[config.mk]
export PLATFORM = sky130hd
export DESIGN_NAME = fraction_reduce_unit
export DESIGN_NICKNAME = d
export VERILOG_FILES = /design/src/rtl/core/fru_pkg.sv /design/src/rtl/core/fru_ctrl.sv /design/src/rtl/core/fru_datapath.sv /design/src/rtl/core/fraction_reduce_unit.sv
export VERILOG_INCLUDE_DIRS = /design/src /design/src/rtl/core
export SDC_FILE = /design/constraint.sdc
export NUM_CORES = 1
export LEC_CHECK = 0
export BUFFER_PORTS_ARGS = -buffer_cell sky130_fd_sc_hd__clkbuf_2
export CAP_MARGIN = 20
export CORE_UTILIZATION = 45
export CTS_CLUSTER_DIAMETER = 50
export DETAILED_ROUTE_END_ITERATION = 6
export SLEW_MARGIN = 0
export SYNTH_ARGS = -nofsm -noshare
export SYNTH_HDL_FRONTEND = slang
export SYNTH_SLANG_ARGS = --single-unit
[constraint.sdc]
create_clock -name i_clk -period 7.6 [get_ports i_clk]
set_clock_uncertainty 0.15 [all_clocks]
set_input_delay 0.76 -clock i_clk [delete_from_list [all_inputs] [get_ports i_clk]]
set_output_delay 0.76 -clock i_clk [all_outputs]
set_load 0.1 [all_outputs]
[src/rtl/core/fraction_reduce_unit_defines.svh]
// ----------------------------------------------------------------------------
// fraction_reduce_unit_defines.svh
// Assertion macros used by the fraction reduce unit sequencer (fru_ctrl).
// ----------------------------------------------------------------------------
`ifndef FRACTION_REDUCE_UNIT_DEFINES_SVH
`define FRACTION_REDUCE_UNIT_DEFINES_SVH

// Same-cycle implication, checked outside reset.
`define FRU_ASSERT_NOW(label, clk, rst_n, ante, cons) \
    label: assert property (@(posedge clk) disable iff (!(rst_n)) (ante) |-> (cons)) \
        else $error("fraction_reduce_unit: same-cycle check failed");

// Next-cycle implication, checked outside reset.
`define FRU_ASSERT_NEXT(label, clk, rst_n, ante, cons) \
    label: assert property (@(posedge clk) disable iff (!(rst_n)) (ante) |=> (cons)) \
        else $error("fraction_reduce_unit: next-cycle check failed");

`endif

[src/rtl/core/fru_pkg.sv]
// ----------------------------------------------------------------------------
// fru_pkg
// Types and constants shared by the fraction reduce unit modules.
// ----------------------------------------------------------------------------
`default_nettype none

package fru_pkg;

    // Width of each signed fraction field on the streams.
    localparam int FIELD_W = 32;
    // Two fields packed per item.
    localparam int TDATA_W = 2 * FIELD_W;
    // Widest supported magnitude; used to extend values before slicing.
    localparam int EXT_W   = 64;

    typedef enum logic [3:0] {
        S_IDLE = 4'b0001,
        S_GCD  = 4'b0010,
        S_DIV  = 4'b0100,
        S_DONE = 4'b1000
    } t_state;

    // Controller to datapath commands.
    typedef struct packed {
        logic load;
        logic gcd_step;
        logic div_init;
        logic div_step;
        logic out_load;
    } t_dp_cmd;

    // Datapath to controller status.
    typedef struct packed {
        logic special;
        logic gcd_done;
        logic div_last;
    } t_dp_stat;

endpackage

`default_nettype wire

[src/rtl/core/fru_ctrl.sv]
// ----------------------------------------------------------------------------
// fru_ctrl
// Sequencer: load, binary GCD, parallel division, hand-off to output register.
// ----------------------------------------------------------------------------
`default_nettype none

`include "fraction_reduce_unit_defines.svh"

module fru_ctrl (
    input  wire               i_clk,
    input  wire               i_rst_n,
    input  wire               i_in_valid,
    output logic              o_in_ready,
    output logic              o_out_valid,
    input  wire               i_out_ready,
    output fru_pkg::t_dp_cmd  o_cmd,
    input  fru_pkg::t_dp_stat i_stat
);

    fru_pkg::t_state r_state, n_state;
    logic            r_out_valid, n_out_valid;
    logic            in_accept;
    logic            out_free;
    logic            div_end;

    assign o_in_ready  = (r_state == fru_pkg::S_IDLE);
    assign o_out_valid = r_out_valid;
    assign in_accept   = i_in_valid && o_in_ready;
    assign out_free    = !r_out_valid || i_out_ready;
    assign div_end     = (r_state == fru_pkg::S_DIV) && i_stat.div_last;

    always_comb begin
        n_state = r_state;
        o_cmd   = '0;
        case (r_state)
            fru_pkg::S_IDLE: begin
                if (in_accept) begin
                    o_cmd.load = 1'b1;
                    n_state    = fru_pkg::S_GCD;
                end
            end
            fru_pkg::S_GCD: begin
                if (i_stat.special) begin
                    n_state = fru_pkg::S_DONE;
                end else if (i_stat.gcd_done) begin
                    o_cmd.div_init = 1'b1;
                    n_state        = fru_pkg::S_DIV;
                end else begin
                    o_cmd.gcd_step = 1'b1;
                end
            end
            fru_pkg::S_DIV: begin
                o_cmd.div_step = 1'b1;
                if (i_stat.div_last) begin
                    n_state = fru_pkg::S_DONE;
                end
            end
            fru_pkg::S_DONE: begin
                if (out_free) begin
                    o_cmd.out_load = 1'b1;
                    n_state        = fru_pkg::S_IDLE;
                end
            end
            default: begin
                n_state = fru_pkg::S_IDLE;
            end
        endcase
    end

    always_comb begin
        n_out_valid = r_out_valid;
        if (o_cmd.out_load) begin
            n_out_valid = 1'b1;
        end else if (i_out_ready) begin
            n_out_valid = 1'b0;
        end
    end

    always_ff @(posedge i_clk) begin
        if (!i_rst_n) begin
            r_state     <= fru_pkg::S_IDLE;
            r_out_valid <= 1'b0;
        end else begin
            r_state     <= n_state;
            r_out_valid <= n_out_valid;
        end
    end

    `FRU_ASSERT_NEXT(a_accept_starts_gcd, i_clk, i_rst_n, in_accept, r_state == fru_pkg::S_GCD)
    `FRU_ASSERT_NOW(a_no_overwrite, i_clk, i_rst_n, o_cmd.out_load, !r_out_valid || i_out_ready)
    `FRU_ASSERT_NEXT(a_div_ends, i_clk, i_rst_n, div_end, r_state == fru_pkg::S_DONE)

endmodule

`default_nettype wire

[src/rtl/core/fru_datapath.sv]
// ----------------------------------------------------------------------------
// fru_datapath
// Magnitude/sign split, binary GCD, two restoring dividers, result register.
// ----------------------------------------------------------------------------
`default_nettype none

module fru_datapath #(
    parameter int WIDTH = 32
) (
    input  wire                          i_clk,
    input  wire [fru_pkg::TDATA_W-1:0]   i_in_data,
    input  fru_pkg::t_dp_cmd             i_cmd,
    output fru_pkg::t_dp_stat            o_stat,
    output logic [fru_pkg::FIELD_W-1:0]  o_num,
    output logic [fru_pkg::FIELD_W-1:0]  o_den,
    output logic                         o_flag
);

    localparam int KW = $clog2(WIDTH);
    localparam int CW = $clog2(WIDTH + 1);

    // Input split
    logic [fru_pkg::FIELD_W-1:0] in_num, in_den, abs_num, abs_den;
    logic [fru_pkg::EXT_W-1:0]   ext_num, ext_den;
    logic [WIDTH-1:0]            mag_num, mag_den;

    assign in_num  = i_in_data[fru_pkg::FIELD_W-1:0];
    assign in_den  = i_in_data[fru_pkg::TDATA_W-1:fru_pkg::FIELD_W];
    assign abs_num = in_num[fru_pkg::FIELD_W-1] ? (fru_pkg::FIELD_W'(0) - in_num) : in_num;
    assign abs_den = in_den[fru_pkg::FIELD_W-1] ? (fru_pkg::FIELD_W'(0) - in_den) : in_den;
    assign ext_num = fru_pkg::EXT_W'(abs_num);
    assign ext_den = fru_pkg::EXT_W'(abs_den);
    assign mag_num = ext_num[WIDTH-1:0];
    assign mag_den = ext_den[WIDTH-1:0];

    logic [fru_pkg::FIELD_W-1:0] r_raw_num, r_raw_den;
    logic                        r_zero_num, r_zero_den;
    logic [WIDTH-1:0]            r_a, r_b, r_g, r_qn, r_qd, r_rn, r_rd;
    logic [KW-1:0]               r_k;
    logic [CW-1:0]               r_cnt;

    // GCD step
    logic [WIDTH-1:0] n_a, n_b;
    logic [KW-1:0]    n_k;

    always_comb begin
        n_a = r_a;
        n_b = r_b;
        n_k = r_k;
        if (!r_a[0] && !r_b[0]) begin
            n_a = r_a >> 1;
            n_b = r_b >> 1;
            n_k = r_k + KW'(1);
        end else if (!r_a[0]) begin
            n_a = r_a >> 1;
        end else if (!r_b[0]) begin
            n_b = r_b >> 1;
        end else if (r_a > r_b) begin
            n_a = (r_a - r_b) >> 1;
        end else begin
            n_b = (r_b - r_a) >> 1;
        end
    end

    // Division step, both dividers share the divisor
    logic [WIDTH:0]   trial_n, trial_d, diff_n, diff_d;
    logic             ge_n, ge_d;

    assign trial_n = {r_rn, r_qn[WIDTH-1]};
    assign trial_d = {r_rd, r_qd[WIDTH-1]};
    assign diff_n  = trial_n - {1'b0, r_g};
    assign diff_d  = trial_d - {1'b0, r_g};
    assign ge_n    = trial_n >= {1'b0, r_g};
    assign ge_d    = trial_d >= {1'b0, r_g};

    assign o_stat.special  = r_zero_num || r_zero_den;
    assign o_stat.gcd_done = (r_a == r_b);
    assign o_stat.div_last = (r_cnt == CW'(1));

    // Result
    logic [fru_pkg::EXT_W-1:0]   ext_qn, ext_qd;
    logic [fru_pkg::FIELD_W-1:0] q_num, q_den, res_num, res_den;

    assign ext_qn = fru_pkg::EXT_W'(r_qn);
    assign ext_qd = fru_pkg::EXT_W'(r_qd);
    assign q_num  = ext_qn[fru_pkg::FIELD_W-1:0];
    assign q_den  = ext_qd[fru_pkg::FIELD_W-1:0];

    always_comb begin
        if (r_zero_den) begin
            res_num = r_raw_num;
            res_den = r_raw_den;
        end else if (r_zero_num) begin
            res_num = '0;
            res_den = r_raw_den[fru_pkg::FIELD_W-1] ? '1 : fru_pkg::FIELD_W'(1);
        end else begin
            res_num = r_raw_num[fru_pkg::FIELD_W-1] ? (fru_pkg::FIELD_W'(0) - q_num) : q_num;
            res_den = r_raw_den[fru_pkg::FIELD_W-1] ? (fru_pkg::FIELD_W'(0) - q_den) : q_den;
        end
    end

    always_ff @(posedge i_clk) begin
        if (i_cmd.load) begin
            r_raw_num  <= in_num;
            r_raw_den  <= in_den;
            r_zero_num <= (mag_num == '0);
            r_zero_den <= (mag_den == '0);
            r_a        <= mag_num;
            r_b        <= mag_den;
            r_qn       <= mag_num;
            r_qd       <= mag_den;
            r_k        <= '0;
        end
        if (i_cmd.gcd_step) begin
            r_a <= n_a;
            r_b <= n_b;
            r_k <= n_k;
        end
        if (i_cmd.div_init) begin
            r_g   <= r_a << r_k;
            r_rn  <= '0;
            r_rd  <= '0;
            r_cnt <= CW'(WIDTH);
        end
        if (i_cmd.div_step) begin
            r_rn  <= ge_n ? diff_n[WIDTH-1:0] : trial_n[WIDTH-1:0];
            r_rd  <= ge_d ? diff_d[WIDTH-1:0] : trial_d[WIDTH-1:0];
            r_qn  <= {r_qn[WIDTH-2:0], ge_n};
            r_qd  <= {r_qd[WIDTH-2:0], ge_d};
            r_cnt <= r_cnt - CW'(1);
        end
        if (i_cmd.out_load) begin
            o_num  <= res_num;
            o_den  <= res_den;
            o_flag <= r_zero_den;
        end
    end

endmodule

`default_nettype wire

[src/rtl/core/fraction_reduce_unit.sv]
// ----------------------------------------------------------------------------
// fraction_reduce_unit
// Reduces a signed fraction to lowest terms through a full GCD.
// ----------------------------------------------------------------------------
// Usage:
//   Slave stream s_axis carries one fraction per item: tdata[31:0] is the
//   signed numerator, tdata[63:32] the signed denominator. Master stream
//   m_axis returns one item per input: tdata[31:0] reduced numerator,
//   tdata[63:32] reduced denominator, tuser set when the denominator
//   magnitude is zero (pair passed through unchanged).
//   Each output keeps the sign of its own input. A zero numerator gives
//   a denominator of +1 or -1. Magnitudes are taken as WIDTH-bit unsigned.
// Timing:
//   One item at a time. Per item: an accept step, G binary GCD steps
//   (one shift or subtract-and-shift per cycle, G at most 2*WIDTH-2),
//   a divisor setup step, WIDTH restoring-division steps for both
//   quotients in parallel, and a hand-off to the output register. A
//   zero operand skips the GCD and division steps. The GCD loop and the
//   bit-serial dividers set the time taken per item.
// Reset and stall:
//   Synchronous active-low reset returns the sequencer to idle and drops
//   m_axis_tvalid. The output register lets the next item be taken while
//   a result waits; a stalled master holds its result and the sequencer
//   waits at the hand-off until the register frees.
// ----------------------------------------------------------------------------
`default_nettype none

module fraction_reduce_unit #(
    parameter int WIDTH = 32
) (
    input  wire                                i_clk,
    input  wire                                i_rst_n,
    input  wire                                s_axis_tvalid,
    output logic                               s_axis_tready,
    // numerator_in [31:0], denominator_in [63:32]
    input  wire  [fru_pkg::TDATA_W-1:0]        s_axis_tdata,
    output logic                               m_axis_tvalid,
    input  wire                                m_axis_tready,
    // numerator_out [31:0], denominator_out [63:32]
    output logic [fru_pkg::TDATA_W-1:0]        m_axis_tdata,
    // undefined_flag [0]
    output logic                               m_axis_tuser
);

    fru_pkg::t_dp_cmd  cmd;
    fru_pkg::t_dp_stat stat;
    logic [fru_pkg::FIELD_W-1:0] res_num, res_den;

    // Sequencer: owns the handshakes and the output valid flag.
    fru_ctrl u_ctrl (
        .i_clk       (i_clk),
        .i_rst_n     (i_rst_n),
        .i_in_valid  (s_axis_tvalid),
        .o_in_ready  (s_axis_tready),
        .o_out_valid (m_axis_tvalid),
        .i_out_ready (m_axis_tready),
        .o_cmd       (cmd),
        .i_stat      (stat)
    );

    // Arithmetic and the output payload register.
    fru_datapath #(
        .WIDTH (WIDTH)
    ) u_datapath (
        .i_clk     (i_clk),
        .i_in_data (s_axis_tdata),
        .i_cmd     (cmd),
        .o_stat    (stat),
        .o_num     (res_num),
        .o_den     (res_den),
        .o_flag    (m_axis_tuser)
    );

    // Pack denominator above numerator.
    assign m_axis_tdata = {res_den, res_num};

endmodule

`default_nettype wire
==> results.cfg, run 1 <==
[cts]
postCtsHoldBufs = 0
cts_buffer_depth = 3
path_clk_slew_ns = 0.06
htree_levels = 2
cts_setup_buffers = 0
cts_tree = built
root_buffer = clkbuf_16
worstSkewPairLatency_ns = 0.63
numCtsBuffers = 55
cts_resized = 0
cts.sinks = 371

[synth]
syn_inst = 2779
yosys_warnings = 0
netlist_area_mm2 = 0.0261
synth-async-reset-ratio = 0
synth_top_area_share = 0.422
ys_types = 73
synth_edf_count = 366
ys_seq_area_frac = 0.426
syn-num-nets = 2986
yosys.area.top_type = edfxtp_1
synth-main-ff-cell = edfxtp_1
synth_seq_cells = 371
synth_area_leaders = edfxtp_1, ha_1, a21oi_1, nor2_1, xor2_1
avgSynthCellArea_um2 = 9.38

[sta]
hold_violations = 0
slew_headroom = 0.277
max_freq_mhz = 186
tns_ns = 0
period_minus_slack_ns = 5.38
setup-violations-final = 0
worstMarginPinSlew_ns = 1.09
timing.final.crit_share = 0.708
rsz0062_at_grt = false
timing.final.ws_setup_ns = 2.22
drv_slew = 0

[power]
ir_drop_mv = 0.286
p_per_area_mw_per_mm2 = 294
leakage_nw = 11.2

[final_layout]
final_cells = 3646
final_common_cell = edfxtp_1
final_cell_mix = edfxtp_1, a21oi_1, nor2_1
drive_above_1_share = 0.112
multi_input_area_mm2 = 0.0139
nNetsFinal = 3051
n_fill_cell = 5277
syn_to_final_growth_pct = 12.4
regArea_mm2 = 0.0111

[grt]
grt_max_degree = 87
grt_use_total = 0.264
grt_pass1_wl_um = 122000
grt_overflow = 0
antenna_found_initial = 4
grt_pass1_vias = 20500

[place]
place.gp.congestion = 0.956
dp_hpwl_um = 59400
portBuffers = 134
place_inst = 3542
pre_cts_slack_ns = 2.39

[setup_path]
cp.required_ns = 7.90
crit_type = reg2reg
crit_arrival_ns = 5.68
path_max_fanout = 19
start_kind = flop
crit_path_end_kind = flop

[floorplanning]
die-area_mm2 = 0.0589
die_width_um = 243
start_util = 0.459
core_area_mm2 = 0.0568
fp.dieH_um = 243
ios = 135
rows = 87

[route]
firstDrtPassIters = 5
drtAntennaViolNets = 0
wl_per_cell_um = 21.8
vias_per_cell = 6.06
drt_wl_total_um = 79600
route.vias.total = 22100
drc = 0
drtIter0Drc = 2196

[outcome]
outcome = finished clean

[hold_path]
worstHoldPathType = in2reg

[flow_run]
cap_violations = 0
==> stage by stage <==
| stage | area [um^2] | utilization | hold slack (ns) | power (W) |
|---|---|---|---|---|
| after floorplan | 26100 | - | 0.274 | 0.00497 |
| after global placement | 27400 | 0.482 | 0.359 | 0.00592 |
| after detailed placement | 27400 | 0.482 | 0.361 | 0.00591 |
| after CTS | 29300 | 0.516 | 0.189 | 0.00860 |
| after global routing | 29300 | 0.516 | 0.202 | 0.00899 |
| final | 29300 | 0.516 | 0.218 | 0.00861 |
==> worst paths after layout <==
kind / from / to / slack [ns] / depth (start not counted)
setup / recovery: u_datapath.r_a[0] / u_datapath.r_b[25] / 2.22 / 12
hold / removal: s_axis_tdata[6] / u_datapath.r_raw_num[6] / 0.22 / 1
setup reg to reg: u_datapath.r_a[0] / u_datapath.r_b[25] / 2.22 / 12
hold reg to reg: u_datapath.r_raw_den[6] / u_datapath.o_den[6] / 0.37 / 2
==> sequential cells by signal, indices dropped and copies added, names as in the netlist, 6 cells and up <==
signal	count
u_datapath.q_num	32
u_datapath.r_raw_num	32
u_datapath.r_g	32
u_datapath.o_den	32
u_datapath.r_cnt	6
u_datapath.r_a	32
u_datapath.r_raw_den	32
u_datapath.r_b	32
u_datapath.o_num	32
u_datapath.q_den	32
u_datapath.r_rd	32
u_datapath.r_rn	32
==> logic make-up after synthesis <==
group           synth area share
compound gates             0.199
xor+xnor                  0.0675
fa+ha+maj                 0.0679
buf+inv                   0.0451
flops                      0.426
mux                       0.0481
simple gates               0.147
==> cell usage after synthesis (all sizes together), types with 5 or more instances <==
library cell,instances
buf,20
o41ai,11
o21a,22
a21boi,7
nor4,15
a31o,5
nand3b,7
o31a,10
or2,11
o22ai,16
a21oi,294
dfxtp,5
or4,25
mux4,15
nand2b,25
a211oi,20
o211ai,11
nor2b,19
nand2,225
xor2,120
nand4,27
o31ai,43
nand3,55
o221ai,5
a22oi,5
and2,10
mux2i,77
nor4b,8
and3,13
a31oi,28
o21bai,22
nor3,32
nor2,294
ha,135
clkbuf,137
xnor2,81
or3,33
o21ai,191
a221oi,53
inv,154
mux2,13
a21o,57
edfxtp,366
==> metal layers <==
| metal | track usage | share of wire | up-vias | wire length, um |
|---|---|---|---|---|
| met5 | 0 | 0 | - | 0 |
| met4 | 0.0646 | 0.019 | 0 | 1540 |
| met3 | 0.0348 | 0.066 | 104 | 5230 |
| met2 | 0.407 | 0.45 | 810 | 35800 |
| met1 | 0.391 | 0.47 | 10800 | 37100 |
| li1 | - | - | 10400 | - |
==> final cells by class <==
class / instances / share of cell area
Tap cell: 756 / 0.0323
Antenna cell: 1 / 0.0000854
Timing Repair Buffer: 165 / 0.0307
Sequential cell: 371 / 0.379
Inverter: 155 / 0.0199
Clock buffer: 59 / 0.0475
Multi-Input combinational cell: 2096 / 0.474
Clock inverter: 43 / 0.0175
==> power by group <==
part / switching (W) / internal, W
Combinational: 0.00203 / 0.000979
Sequential: 0.000274 / 0.00267
Clock: 0.00104 / 0.00162
==> critical path: stages, from the launching register on <==
cell,delay (ns)
edfxtp_1,0.49
inv_1,0.17
ha_1,0.21
fa_1,0.22
nand2b_1,0.12
a21oi_1,0.12
a21oi_1,0.41
o221ai_1,0.39
a221oi_1,0.73
o21a_1,0.63
and2_1,0.74
or4b_2,0.64
a31oi_1,0.18
No activity file was read; power rests on OpenSTA's default activity.
==> inputs of run 2 (changes only) <==
==> constraint.sdc (replaced) <==
create_clock -name i_clk -period 4.65 [get_ports i_clk]
set_clock_uncertainty 0.15 [all_clocks]
set_input_delay 0.465 -clock i_clk [delete_from_list [all_inputs] [get_ports i_clk]]
set_output_delay 0.465 -clock i_clk [all_outputs]
set_load 0.1 [all_outputs]
==> run 2 against run 1 <==
Global-route usage rose by 1.1 points. Die area unchanged. Clock power increased by 50%. Combinational power is 74% higher. Maximum frequency grew 23%. Critical path type unchanged.
==> results.cfg, run 2 (synthesis results as in run 1) <==
[grt]
grt_overflow = 0
grt_pass1_wl_um = 126000
antenna_found_initial = 4
grt_pass1_vias = 21100
grt_use_total = 0.275
grt_max_degree = 128

[setup_path]
cp-startpoint = u_datapath.r_a[0]
crit_type = reg2reg
start_kind = flop
crit_arrival_ns = 4.56
cp.required_ns = 4.83
path_max_fanout = 30
reg2reg_from = u_datapath.r_a[0]
crit_path_end_kind = flop

[sta]
timing.final.crit_share = 0.941
drv_slew = 0
rsz0062_at_grt = false
setup-violations-final = 0
period_minus_slack_ns = 4.38
hold_violations = 0
slew_headroom = 0.299
tns_ns = 0
max_freq_mhz = 228
worstMarginPinSlew_ns = 1.05

[power]
power_w = 0.0141
seqPwrFrac = 0.347
ir_drop_mv = 0.301
pwr-share-comb = 0.371
pwr-share-clk = 0.282
switching_share = 0.398
switchingPower_w = 0.00561
p_per_area_mw_per_mm2 = 467
internal_power_w = 0.00850
leakage_nw = 11.6

[cts]
htree_levels = 2
numCtsBuffers = 51
cts_buffer_depth = 3
path_clk_slew_ns = 0.06
cts_tree = built
root_buffer = clkbuf_16
worstSkewPairLatency_ns = 0.61
cts.sinks = 371
cts_setup_buffers = 0

[route]
route.vias.total = 22600
wl_per_cell_um = 22.2
drtIter0Drc = 2326
drt_wl_total_um = 83100
firstDrtPassIters = 6
drc = 0
drtAntennaViolNets = 0
vias_per_cell = 6.04

[floorplanning]
start_util = 0.459
die_width_um = 243
fp.dieH_um = 243
rows = 87
die-area_mm2 = 0.0589
ios = 135
core_area_mm2 = 0.0568

[place]
place_inst = 3590
place.gp.congestion = 0.990
portBuffers = 134
dp_hpwl_um = 63300

[final_layout]
syn_to_final_growth_pct = 16.0
final_cells = 3749
final_cell_mix = edfxtp_1, a21oi_1, nor2_1
final_common_cell = edfxtp_1
nNetsFinal = 3154
drive_above_1_share = 0.122
n_fill_cell = 5205

[outcome]
outcome = finished clean

[hold_path]
worstHoldPathType = in2reg
hold_start = s_axis_tdata[45]

[flow_run]
cap_violations = 0
## run 2: changes by cell type in the layout (fill, tap and decap cells not counted), moves of 2 or more
cell           before  now
dlygate4sd3_1       0   60
buf_4              30   68
buf_12              0   10
clkbuf_16          55   51
clkbuf_1            4    7
clkinv_4            6    3
bufinv_16           8    6
clkinvlp_4          5    7
diode_2             1    3
## run 2: timing repair
item,4_1_cts,5_1_grt
hold endpoints to repair,62,0
setup endpoints to repair,0,5
gates resized for setup,0,1
hold buffers,60,0
## run 2: power by group through the flow
| stage | registers, W | logic [W] | clock network [W] |
|---|---|---|---|
| 6_report | 0.00489 | 0.00524 | 0.00398 |
| 5_1_grt | 0.00494 | 0.00562 | 0.00417 |
| 4_1_cts | 0.00487 | 0.00513 | 0.00406 |
| 3_5_place_dp | 0.00493 | 0.00506 | 0 |
| 3_3_place_gp | 0.00492 | 0.00508 | 0 |
| 2_1_floorplan | 0.00488 | 0.00324 | 0 |
## run 2: cell type report
class | count | area (um^2) | area share
Multi-Input combinational cell | 2096 | 13900 | 0.460
Sequential cell | 371 | 11100 | 0.367
Timing Repair Buffer | 272 | 1980 | 0.0656
Clock buffer | 58 | 1300 | 0.0431
Tap cell | 756 | 946 | 0.0313
Inverter | 155 | 582 | 0.0192
Clock inverter | 38 | 425 | 0.0141
Antenna cell | 3 | 7.51 | 0.000248
## run 2: worst max-delay path, stage by stage, from the launching register on
cell,delay [ns]
edfxtp_1,0.49
inv_1,0.16
ha_1,0.21
fa_1,0.21
nand2b_1,0.11
a21oi_1,0.12
a21oi_1,0.37
o221ai_1,0.36
a221oi_2,0.61
o21a_1,0.34
nor3_2,0.06
buf_4,0.24
a221oi_1,0.57
a21oi_1,0.07
## run 2: final timing paths
path	depth (start not counted)	end	slack [ns]
max	13	u_datapath.r_a[24]	0.27
min	1	u_datapath.r_raw_den[13]	0.04
max reg2reg	13	u_datapath.r_a[24]	0.27
min reg2reg	2	u_datapath.o_den[3]	0.37
## run 2: stage by stage
step | setup WS, ns | hold WS, ns | utilization | area, um^2
after floorplan | 0.159 | 0.274 | - | 26100
after global placement | 0.315 | 0.361 | 0.491 | 27900
after detailed placement | 0.186 | 0.355 | 0.491 | 27900
after CTS | 0.181 | 0.00429 | 0.532 | 30200
after global routing | 0.0640 | 0.0128 | 0.532 | 30200
final | 0.273 | 0.0416 | 0.532 | 30200
## run 2: layer usage
| layer | global-route usage | part of all wire | vias to the layer above |
|---|---|---|---|
| li1 | - | - | 10600 |
| met1 | 0.410 | 0.47 | 11100 |
| met3 | 0.0552 | 0.083 | 95 |
| met4 | 0.0555 | 0.017 | 0 |
| met2 | 0.411 | 0.43 | 826 |
| met5 | 0 | 0 | - |
==> inputs of run 3 (changes only) <==
==> constraint.sdc (replaced) <==
create_clock -name i_clk -period 4.8 [get_ports i_clk]
set_clock_uncertainty 0.15 [all_clocks]
set_input_delay 0.48 -clock i_clk [delete_from_list [all_inputs] [get_ports i_clk]]
set_output_delay 0.48 -clock i_clk [all_outputs]
set_load 0.1 [all_outputs]
==> run 3 against run 2 <==
Design area shrank 0.88%. Via count shrank 1.2%. Largest power group unchanged. Critical endpoint is now u_datapath.r_b[25]. Highest routed layer is now met5. Count of clock-buffer cells in the layout grew 1. Sequential power shrank 2%. Routed wire length shrank 0.76%. Non-clock buffer count shrank 17. Register-to-register slack gained 0.09 ns.
==> results.cfg, run 3 (synthesis results as in run 1) <==
[outcome]
outcome = finished clean

[floorplanning]
ios = 135
start_util = 0.459
fp.dieH_um = 243
rows = 87
die-area_mm2 = 0.0589
core_area_mm2 = 0.0568
die_width_um = 243

[place]
dp_hpwl_um = 62800
place.gp.congestion = 0.991
pre_cts_slack_ns = 0.539
place_inst = 3578
place_area_mm2 = 0.0278
portBuffers = 134

[cts]
cts_buffer_depth = 3
path_clk_slew_ns = 0.06
cts_tree = built
worstSkewPairLatency_ns = 0.61
numCtsBuffers = 50
cts.sinks = 371
cts_setup_buffers = 0
htree_levels = 2
root_buffer = clkbuf_16

[grt]
grt_pass1_vias = 20700
grt_overflow = 0
grt_pass1_wl_um = 125000
antenna_found_initial = 5
grt_use_total = 0.273
grt_max_degree = 122

[power]
pwr-share-comb = 0.374
pwr-share-clk = 0.270
power_w = 0.0134
switchingPower_w = 0.00539
p_per_area_mw_per_mm2 = 449
leakage_nw = 11.5
ir_drop_mv = 0.329
switching_share = 0.401
internal_power_w = 0.00805
seqPwrFrac = 0.356

[sta]
timing.final.crit_share = 0.924
timing.final.ws_setup_ns = 0.365
drv_slew = 0
max_freq_mhz = 225
slew_headroom = 0.279
tns_ns = 0
hold_violations = 0
period_minus_slack_ns = 4.43
rsz0062_at_grt = false
worstMarginPinSlew_ns = 1.08
setup-violations-final = 0

[final_layout]
final_cell_mix = edfxtp_1, a21oi_1, nor2_1
final_cell_area_mm2 = 0.0300
final_cells = 3725
drive_above_1_share = 0.116
n_fill_cell = 5271
syn_to_final_growth_pct = 14.9
multi_input_area_mm2 = 0.0139
nNetsFinal = 3136
regArea_mm2 = 0.0111
final_common_cell = edfxtp_1

[route]
drc = 0
route.vias.total = 22400
vias_per_cell = 6.01
drt_wl_total_um = 82500
drtIter0Drc = 2209
drtAntennaViolNets = 0
wl_per_cell_um = 22.1
firstDrtPassIters = 6

[setup_path]
start_kind = flop
crit_arrival_ns = 4.74
crit_path_end_kind = flop
path_max_fanout = 7
crit_type = reg2reg
cp.required_ns = 5.11

[flow_run]
cap_violations = 0

[hold_path]
worstHoldPathType = in2reg
run 3: cell count changes in the layout (fill, tap and decap cells not counted), sizes merged:
cell,previous run,this run
buf,78,66
bufinv,6,3
clkbuf,192,193
clkinv,19,16
clkinvlp,7,3
dlygate4sd3,60,55
inv,161,163
run 3: power by group through the flow:
stage          combinational [W]  sequential [W]  clock [W]
3_3_place_gp             0.00488         0.00480          0
2_1_floorplan            0.00314         0.00473          0
6_report                 0.00503         0.00478    0.00363
3_5_place_dp             0.00486         0.00481          0
4_1_cts                  0.00492         0.00475    0.00368
5_1_grt                  0.00538         0.00482    0.00381
run 3: critical path: stages (launching register included):
cell and delay, ns:
edfxtp_1 0.49, inv_1 0.16, ha_1 0.22, fa_1 0.21, nand2b_1 0.11, a21oi_1 0.12, a21oi_1 0.35, o221ai_1 0.20
buf_4 0.20, a221oi_1 0.79, o21a_1 0.33, and2_1 0.18, or4b_2 0.59, a31oi_1 0.18
run 3: layout make-up:
| cell class | count | area share |
|---|---|---|
| multi-input combinational | 2096 | 0.463 |
| sequential | 371 | 0.370 |
| timing repair buffer | 255 | 0.0615 |
| clock buffer | 59 | 0.0436 |
| tap | 756 | 0.0316 |
| inverter | 155 | 0.0194 |
| clock inverter | 30 | 0.0101 |
| antenna | 3 | 0.000251 |
run 3: what timing repair did:
action | in CTS | in global routing
hold buffers | 55 | 0
hold endpoints to repair | 57 | 0
resized for setup | 0 | 0
run 3: path summary, 6_finish.rpt:
| kind | startpoint | end | slack, ns | depth (start not counted) |
|---|---|---|---|---|
| worst min register to register | u_datapath.r_raw_den[3] | u_datapath.o_den[3] | 0.37 | 2 |
| worst max-delay path | u_datapath.r_a[0] | u_datapath.r_b[25] | 0.37 | 13 |
| worst max register to register | u_datapath.r_a[0] | u_datapath.r_b[25] | 0.37 | 13 |
| worst min-delay path | s_axis_tdata[27] | u_datapath.r_raw_num[27] | 0.03 | 1 |
run 3: per-stage QoR:
step / hold slack (ns) / util
detailed placement: 0.361 / 0.489
global placement: 0.359 / 0.489
finish: 0.0329 / 0.527
CTS: 0.00378 / 0.527
floorplan: 0.274 / -
global route: 0.00947 / 0.527
run 3: routing by layer:
layer | part of all wire | vias up | track usage
li1 | - | 10600 | -
met1 | 0.48 | 10900 | 0.412
met2 | 0.43 | 801 | 0.402
met3 | 0.076 | 94 | 0.0521
met4 | 0.017 | 2 | 0.0601
met5 | 0.00016 | - | 0
